<file path="src/hw/rtl/bba_pkg.sv">
// Shared constants, types and helper functions of the bitmap block allocator.
package bba_pkg;

    localparam int unsigned BLOCK_BYTES = 512;
    localparam int unsigned NUM_BLOCKS  = 32;
    localparam int unsigned MEM_BYTES   = BLOCK_BYTES * NUM_BLOCKS;

    localparam int unsigned BLOCK_SHIFT = $clog2(BLOCK_BYTES);
    localparam int unsigned IDX_W       = $clog2(NUM_BLOCKS);
    localparam int unsigned CNT_W       = $clog2(NUM_BLOCKS + 1);

    localparam int unsigned ADDR_W  = 32;
    localparam int unsigned SIZE_W  = 15;
    localparam int unsigned BYTES_W = 15;

    typedef logic [NUM_BLOCKS-1:0] block_map_t;

    typedef enum logic [1:0] {
        STATUS_OK        = 2'd0,
        STATUS_TOO_LARGE = 2'd1,
        STATUS_NO_ROOM   = 2'd2,
        STATUS_OUTSIDE   = 2'd3
    } status_t;

    typedef enum logic [2:0] {
        ST_IDLE,
        ST_ALLOC_CHECK,
        ST_ALLOC_SCAN,
        ST_FREE_CHECK,
        ST_FREE_APPLY,
        ST_SPAN_SCAN,
        ST_DONE
    } state_t;

    // Mask with the low cnt bits set; a count of NUM_BLOCKS gives all ones.
    function automatic block_map_t ones_mask(input logic [CNT_W-1:0] cnt);
        block_map_t all_ones;
        all_ones  = '1;
        ones_mask = ~(all_ones << cnt);
    endfunction

    // Byte count of a number of blocks, in the width of the byte fields.
    function automatic logic [BYTES_W-1:0] blocks_to_bytes(input logic [CNT_W-1:0] cnt);
        blocks_to_bytes = BYTES_W'(cnt) << BLOCK_SHIFT;
    endfunction

endpackage

</file>
<file path="src/hw/rtl/bitmap_block_allocator.sv">
// First-fit bitmap block allocator: sequencer, occupancy map and result register.
// An allocate runs the size check, the window scan if the check passes (the test past the top
// included) and the span scan; a free runs the address check, the apply step if inside memory
// and the span scan. One item at a time: the next transfer can come in the cycle after
// the result loads. The window scan and the span scan visit one block position per cycle.
// Reset (aresetn low, synchronous): all blocks free, run table cleared, base address 0.
module bitmap_block_allocator
    import bba_pkg::*;
(
    input  logic                 aclk,
    input  logic                 aresetn,

    input  logic                 cfg_we,
    input  logic [ADDR_W-1:0]    cfg_wdata,

    input  logic                 s_valid,
    output logic                 s_ready,
    input  logic                 s_cmd,
    input  logic [SIZE_W-1:0]    s_size_bytes,
    input  logic [ADDR_W-1:0]    s_address,

    output logic                 m_valid,
    input  logic                 m_ready,
    output logic [1:0]           m_status,
    output logic [ADDR_W-1:0]    m_alloc_address,
    output logic [BYTES_W-1:0]   m_free_bytes,
    output logic [BYTES_W-1:0]   m_largest_free_bytes
);

    state_t state_reg, state_next;

    logic [ADDR_W-1:0]  base_reg;
    block_map_t         occ_reg, occ_next;
    logic [CNT_W-1:0]   run_len_reg [NUM_BLOCKS];
    logic [BYTES_W-1:0] free_total_reg, free_total_next;

    logic               rl_wr_en;
    logic [IDX_W-1:0]   rl_wr_idx;
    logic [CNT_W-1:0]   rl_wr_data;

    logic [SIZE_W-1:0]  size_reg, size_next;
    logic [ADDR_W-1:0]  addr_reg, addr_next;
    logic [CNT_W-1:0]   nblk_reg, nblk_next;
    block_map_t         mask_reg, mask_next;
    logic [CNT_W-1:0]   win_idx_reg, win_idx_next;
    logic [IDX_W-1:0]   free_idx_reg, free_idx_next;
    status_t            status_reg, status_next;
    logic [ADDR_W-1:0]  alloc_addr_reg, alloc_addr_next;

    logic [IDX_W-1:0]   span_idx_reg, span_idx_next;
    logic [CNT_W-1:0]   cur_reg, cur_next;
    logic [CNT_W-1:0]   best_reg, best_next;

    logic               m_valid_reg, m_valid_next;
    status_t            m_status_reg;
    logic [ADDR_W-1:0]  m_alloc_addr_reg;
    logic [BYTES_W-1:0] m_free_bytes_reg;
    logic [BYTES_W-1:0] m_largest_reg;

    logic               accept;
    logic               load_out;

    // Datapath helpers.
    logic [SIZE_W:0]    size_round;
    logic [CNT_W-1:0]   size_blocks;
    logic [CNT_W:0]     win_end;
    logic               win_fits;
    logic               win_clear;
    logic [ADDR_W:0]    addr_diff;
    logic               addr_inside;
    logic [CNT_W-1:0]   free_len;
    logic [CNT_W-1:0]   cur_inc;
    logic               span_last;

    assign size_round  = {1'b0, size_reg} + (SIZE_W + 1)'(BLOCK_BYTES - 1);
    // The size is already known to fit in memory, so the block count fits CNT_W.
    assign size_blocks = size_round[BLOCK_SHIFT +: CNT_W];
    assign win_end     = {1'b0, win_idx_reg} + {1'b0, nblk_reg};
    assign win_fits    = (win_end <= (CNT_W + 1)'(NUM_BLOCKS));
    assign win_clear   = ((occ_reg & mask_reg) == '0);
    assign addr_diff   = {1'b0, addr_reg} - {1'b0, base_reg};
    assign addr_inside = !addr_diff[ADDR_W] && (addr_diff[ADDR_W-1:0] < ADDR_W'(MEM_BYTES));
    assign free_len    = run_len_reg[free_idx_reg];
    assign cur_inc     = cur_reg + CNT_W'(1);
    assign span_last   = (span_idx_reg == IDX_W'(NUM_BLOCKS - 1));

    // Handshake and result register control.
    always_comb begin
        s_ready  = (state_reg == ST_IDLE);
        load_out = (state_reg == ST_DONE) && (!m_valid_reg || m_ready);
        accept   = s_valid && s_ready;
        if (load_out) begin
            m_valid_next = 1'b1;
        end else if (m_ready) begin
            m_valid_next = 1'b0;
        end else begin
            m_valid_next = m_valid_reg;
        end
    end

    // Next state.
    always_comb begin
        state_next = state_reg;
        case (state_reg)
            ST_IDLE: begin
                if (accept) begin
                    state_next = s_cmd ? ST_FREE_CHECK : ST_ALLOC_CHECK;
                end
            end
            ST_ALLOC_CHECK: begin
                if ((32'(size_reg) > MEM_BYTES) || (size_reg > free_total_reg) ||
                    (size_reg == '0)) begin
                    state_next = ST_SPAN_SCAN;
                end else begin
                    state_next = ST_ALLOC_SCAN;
                end
            end
            ST_ALLOC_SCAN: begin
                if (!win_fits || win_clear) begin
                    state_next = ST_SPAN_SCAN;
                end
            end
            ST_FREE_CHECK: begin
                state_next = addr_inside ? ST_FREE_APPLY : ST_SPAN_SCAN;
            end
            ST_FREE_APPLY: begin
                state_next = ST_SPAN_SCAN;
            end
            ST_SPAN_SCAN: begin
                if (span_last) begin
                    state_next = ST_DONE;
                end
            end
            ST_DONE: begin
                if (load_out) begin
                    state_next = ST_IDLE;
                end
            end
            default: begin
                state_next = ST_IDLE;
            end
        endcase
    end

    // Datapath next values.
    always_comb begin
        size_next       = size_reg;
        addr_next       = addr_reg;
        nblk_next       = nblk_reg;
        mask_next       = mask_reg;
        win_idx_next    = win_idx_reg;
        free_idx_next   = free_idx_reg;
        status_next     = status_reg;
        alloc_addr_next = alloc_addr_reg;
        span_idx_next   = span_idx_reg;
        cur_next        = cur_reg;
        best_next       = best_reg;
        occ_next        = occ_reg;
        free_total_next = free_total_reg;
        rl_wr_en        = 1'b0;
        rl_wr_idx       = free_idx_reg;
        rl_wr_data      = '0;

        case (state_reg)
            ST_IDLE: begin
                if (accept) begin
                    size_next       = s_size_bytes;
                    addr_next       = s_address;
                    status_next     = STATUS_OK;
                    alloc_addr_next = '0;
                    span_idx_next   = '0;
                    cur_next        = '0;
                    best_next       = '0;
                end
            end
            ST_ALLOC_CHECK: begin
                if (32'(size_reg) > MEM_BYTES) begin
                    status_next = STATUS_TOO_LARGE;
                end else if (size_reg > free_total_reg) begin
                    status_next = STATUS_NO_ROOM;
                end else if (size_reg == '0) begin
                    alloc_addr_next = base_reg;
                end else begin
                    nblk_next    = size_blocks;
                    mask_next    = ones_mask(size_blocks);
                    win_idx_next = '0;
                end
            end
            ST_ALLOC_SCAN: begin
                if (!win_fits) begin
                    status_next = STATUS_NO_ROOM;
                end else if (win_clear) begin
                    occ_next        = occ_reg | mask_reg;
                    free_total_next = free_total_reg - blocks_to_bytes(nblk_reg);
                    rl_wr_en        = 1'b1;
                    rl_wr_idx       = win_idx_reg[IDX_W-1:0];
                    rl_wr_data      = nblk_reg;
                    alloc_addr_next = base_reg + (ADDR_W'(win_idx_reg) << BLOCK_SHIFT);
                end else begin
                    mask_next    = mask_reg << 1;
                    win_idx_next = win_idx_reg + CNT_W'(1);
                end
            end
            ST_FREE_CHECK: begin
                if (!addr_inside) begin
                    status_next = STATUS_OUTSIDE;
                end else begin
                    free_idx_next = addr_diff[BLOCK_SHIFT +: IDX_W];
                end
            end
            ST_FREE_APPLY: begin
                // An address whose block starts no run leaves everything as it is.
                if (free_len != '0) begin
                    occ_next        = occ_reg & ~(ones_mask(free_len) << free_idx_reg);
                    free_total_next = free_total_reg + blocks_to_bytes(free_len);
                    rl_wr_en        = 1'b1;
                    rl_wr_idx       = free_idx_reg;
                    rl_wr_data      = '0;
                end
            end
            ST_SPAN_SCAN: begin
                span_idx_next = span_idx_reg + IDX_W'(1);
                if (occ_reg[span_idx_reg]) begin
                    cur_next = '0;
                end else begin
                    cur_next = cur_inc;
                    if (cur_inc > best_reg) begin
                        best_next = cur_inc;
                    end
                end
            end
            ST_DONE: begin
            end
            default: begin
            end
        endcase
    end

    // Control state and allocator bookkeeping.
    always_ff @(posedge aclk) begin
        if (!aresetn) begin
            state_reg      <= ST_IDLE;
            m_valid_reg    <= 1'b0;
            base_reg       <= '0;
            occ_reg        <= '0;
            free_total_reg <= BYTES_W'(MEM_BYTES);
            for (int i = 0; i < NUM_BLOCKS; i++) begin
                run_len_reg[i] <= '0;
            end
        end else begin
            state_reg      <= state_next;
            m_valid_reg    <= m_valid_next;
            occ_reg        <= occ_next;
            free_total_reg <= free_total_next;
            if (cfg_we) begin
                base_reg <= cfg_wdata;
            end
            if (rl_wr_en) begin
                run_len_reg[rl_wr_idx] <= rl_wr_data;
            end
        end
    end

    // Working registers and the result register.
    always_ff @(posedge aclk) begin
        size_reg       <= size_next;
        addr_reg       <= addr_next;
        nblk_reg       <= nblk_next;
        mask_reg       <= mask_next;
        win_idx_reg    <= win_idx_next;
        free_idx_reg   <= free_idx_next;
        status_reg     <= status_next;
        alloc_addr_reg <= alloc_addr_next;
        span_idx_reg   <= span_idx_next;
        cur_reg        <= cur_next;
        best_reg       <= best_next;
        if (load_out) begin
            m_status_reg     <= status_reg;
            m_alloc_addr_reg <= alloc_addr_reg;
            m_free_bytes_reg <= free_total_reg;
            m_largest_reg    <= blocks_to_bytes(best_reg);
        end
    end

    assign m_valid              = m_valid_reg;
    assign m_status             = m_status_reg;
    assign m_alloc_address      = m_alloc_addr_reg;
    assign m_free_bytes         = m_free_bytes_reg;
    assign m_largest_free_bytes = m_largest_reg;

endmodule
</file>
<file path="config.mk">
export PLATFORM = sky130hd
export DESIGN_NAME = bitmap_block_allocator
export DESIGN_NICKNAME = d
export VERILOG_FILES = /design/src/hw/rtl/bba_pkg.sv /design/src/hw/rtl/bitmap_block_allocator.sv
export SDC_FILE = /design/constraint.sdc
export NUM_CORES = 1
export LEC_CHECK = 0
export BUFFER_PORTS_ARGS = -buffer_cell sky130_fd_sc_hd__buf_2
export CORE_ASPECT_RATIO = 1.4
export CORE_MARGIN = 2
export CORE_UTILIZATION = 55
export CTS_CLUSTER_SIZE = 10
export DETAILED_ROUTE_END_ITERATION = 10
export HOLD_SLACK_MARGIN = 0.15
export PLACE_DENSITY = 0.85
export RECOVER_POWER = 100
export SYNTH_ARGS = -nofsm -noshare
export SYNTH_HDL_FRONTEND = slang
export SYNTH_SLANG_ARGS = --single-unit
</file>
<file path="constraint.sdc">
create_clock -name aclk -period 10.6 [get_ports aclk]
set_input_delay 0 -clock aclk [delete_from_list [all_inputs] [get_ports aclk]]
set_output_delay 0 -clock aclk [all_outputs]
set_load 0.02 [all_outputs]
</file>
==> results <==
- The flow ran to the end, but the final reports show violations.
- The checks that failed: max-capacitance violations, max-slew violations.
- The count of buffers added on input and output ports is 132.
- Relative to the synthesized area, the layout overhead comes to 15.66%.
- The overflow left after global routing is 0.
- The register-to-register path setup slack is 3410 ps.
- After routing the design area is 0.02801 mm^2.
- After clock tree synthesis, the setup repair step added 0 buffers.
- The fraction of synthesis flops using an asynchronous set or reset pin is 0%.
- The number of max-cap violations is 9.
- The number of flip-flops and latches in the synthesized netlist is 464.
- Global routing consumed, over all layers together, 31.96% of the routing resources.
- In this run the clock root is driven by a sky130_fd_sc_hd__clkbuf_16.
- The final count of pins violating max slew is 377.
- The power density of the placed cells is 218.0 mW/mm^2.
- Sorting the synthesized cells by area gives the leading types as sky130_fd_sc_hd__edfxtp_1, sky130_fd_sc_hd__dfxtp_1, sky130_fd_sc_hd__nor2_1.
- The final routed DRC violation total is 0.
- The initial core utilization is 55.39%.
- The worst path needs 7194 ps of the cycle, external delays included.
- At the end of routability-driven placement, the weighted congestion stood at 1.002.
- The final cycle utilization of the critical path is 67.87%.
- Pin placement for this block handled 151 I/O pins.
- The total power after layout is 6.106 mW.
- The clock passes through at most 3 buffers.
- Counting the fill cells in the layout gives 3274.
- Static timing analysis puts the maximum clock frequency at 139.0 MHz.
- In this run the tightest slew margin relative to its limit is -133.4%.
- The startpoint identified for the worst hold timing path is s_size_bytes[9].
- For the pin with the worst max-slew slack, the measured transition is 3496 ps.
- The cell count after synthesis came out at 2224.
- The maximum vdd ir drop is 0.1711 mV.
- Clock-pin slew was measured on the worst setup and hold paths at 60 ps.
- TritonCTS built the clock tree.
- The final hold slack is 167.9 ps.
- Setup repair after global routing left no endpoint under its margin.
- After the first detailed-routing iteration, the DRC count stood at 2305.
- The detail-routed net length per standard cell is 24.26 um.
- The number of global-route vias before repair came to 19914.
- The clock latency reported for the late side of the worst-skew pair is 600 ps.
- The number of clock sinks is 464.
- The width of the die is 181.3 um.
- The count of nets left with antenna violations once routing finished came out at 0.
- The kind of critical path is flop to flop.
- The commonest non-fill, non-tap cell in the layout is sky130_fd_sc_hd__nor2_1.
- sky130_fd_sc_hd__edfxtp_1 takes more of the synthesized area than any other cell.
- Entering global routing, the biggest net connects 75 pins.
- The required time reported for the critical path endpoint is 11070 ps.
- The total wirelength of the detailed-routed design is 74.17 mm.
- Each instance of the synthesized netlist takes up on average 10.89 um^2.
- The leakage power is 10.08 nW.
- The number of hold-slack violations in the final timing report is 0.
- The die footprint is 0.04575 mm^2.
- The iteration count of the initial detailed-routing pass is 7.
- The row count is 91.
- During synthesis, Yosys emitted a total of 0 warnings.
- Counting the buffers created by CTS gives 53.
- The area of the core is 0.04372 mm^2.
- Measured along the y axis, the die boundary spans 252.3 um.
- In this run the biggest area consumer among cell types represents 47.74% of the synthesized area.
- Among all flip-flop cells after synthesis, the most frequent one is sky130_fd_sc_hd__edfxtp_1.
- The clock tree skew after final layout is 31.45 ps.
- The CTS H-tree depth is 2.
- The total negative slack is 0 ps.
- Of all nets on the critical path, the largest fanout is 56.
- The vias per cell is 6.506.
- The first global-routing pass estimated 112.6 mm of wire.
- Once detailed placement completed, the half-perimeter wirelength came to 48.89 mm.
- The register with the most flip-flops in the layout has 192 of them.
- Summing every instance area after synthesis gives 0.02422 mm^2.
- The post-synthesis sequential area ratio is 54.27%.
- The worst hold path belongs to the class primary input to flop.
- Synthesis instantiated 86 different standard cells from the library.
- The fraction of layout cells with a size suffix above 1 is 10.53%.
- The worst setup path is launched from a flop.
- STA classifies the critical path endpoint as a flop.
- The synthesized design contains 385 enable-type register cells.
- In the layout the commonest cells are sky130_fd_sc_hd__nor2_1, sky130_fd_sc_hd__edfxtp_1, sky130_fd_sc_hd__nand2_1.
- For this run, the number of standard cells in the final layout without fillers is 3057.
- Counting tap cells, the placed design contains a total of 2827 instances.
- Setup violations remaining at the end of the flow were counted as 0.
- The number of antenna violations at the first check in global routing was 1.
- The arrival time at the worst endpoint is 7660 ps.
- The vias after detailed routing is 19889.
- The placed cell area is 0.02528 mm^2.
- After the last flow step, the layout net total stands at 2605.
## routing by layer
| layer | up-vias | GRT usage, % | routed length (um) |
|---|---|---|---|
| li1 | 8642 | - | - |
| met1 | 9470 | 34.59 | 24730 |
| met2 | 1401 | 58.19 | 37730 |
| met3 | 376 | 5.202 | 6255 |
| met4 | 0 | 20.00 | 5454 |
| met5 | - | 0 | 0 |
## synthesized netlist by cell type, drive strengths merged (17+ instances only)
library cell and n:
nor2 391, edfxtp 385, nand2 193, a21oi 142, clkbuf 91, inv 87, o21ai 86, dfxtp 79
mux2i 70, ha 65, mux4 55, nand3 46, buf 43, nor3 37, a211oi 36, a22oi 27
mux2 27, xnor2 27, xor2 24, a21o 21, and2 18, nor2b 18, nand4 17
## worst max-delay path, cell delays in order (launching register included)
cell,delay (ps)
sky130_fd_sc_hd__dfxtp_1,2700
sky130_fd_sc_hd__mux4_2,800
sky130_fd_sc_hd__mux2_2,310
sky130_fd_sc_hd__a2111oi_0,940
sky130_fd_sc_hd__a2111oi_4,60
sky130_fd_sc_hd__clkbuf_1,450
sky130_fd_sc_hd__nor2_1,500
sky130_fd_sc_hd__o21ai_0,250
sky130_fd_sc_hd__mux2_1,410
sky130_fd_sc_hd__nand2_1,90
sky130_fd_sc_hd__o21ai_0,230
sky130_fd_sc_hd__a211oi_1,310
## per-stage QoR
stage               utilization, %  setup WS, ps
finish                       64.06          3406
global route                 64.05          2800
global placement             57.83          5645
floorplan                        -          6000
CTS                          64.31          5423
detailed placement           57.83          5509
## cells by family (layout without fill, tap and decap cells)
family / count (synthesis) / in the layout / synth area share, %
flip-flops: 464 / 464 / 54.27
multiplexers: 152 / 152 / 9.264
AO/OA/AOI/OAI: 466 / 466 / 12.58
other: 1 / 20 / 0.01549
XOR/XNOR: 51 / 51 / 1.845
AND/OR/NAND/NOR: 799 / 799 / 14.50
adder cells (fa/ha/maj): 68 / 68 / 3.606
buffers and inverters: 223 / 479 / 3.917
## power by group
group / switching [mW] / leakage, nW / internal (mW) / total, mW
clock: 0.736 / 0.742 / 0.954 / 1.69
sequential: 0.279 / 4.42 / 2.43 / 2.70
combinational: 1.14 / 4.92 / 0.573 / 1.71
## cell type report
| class | instances | area, um^2 | share of cell area [%] |
|---|---|---|---|
| Tap cell | 558 | 698.2 | 2.493 |
| Timing Repair Buffer | 290 | 2074 | 7.407 |
| Antenna cell | 2 | 5.005 | 0.01787 |
| Inverter | 89 | 334.1 | 1.193 |
| Multi-Input combinational cell | 1554 | 10200 | 36.42 |
| Clock inverter | 6 | 51.30 | 0.1832 |
| Sequential cell | 464 | 13140 | 46.93 |
| Clock buffer | 94 | 1500 | 5.357 |
## timing repair
item                                    CTS  global route
endpoints found under the hold margin    84             0
resized for setup                         0             0
endpoints found under the setup margin    0             0
hold buffers                            128             0
## path summary, 6_finish.rpt
path                            cells after the start                   to
worst max-delay path                               11          occ_reg[14]
worst min-delay path                                2          size_reg[9]
worst max register to register                     11          occ_reg[14]
worst min register to register                      0  m_alloc_address[27]
Note: power is estimated with default switching activity, not from simulation.
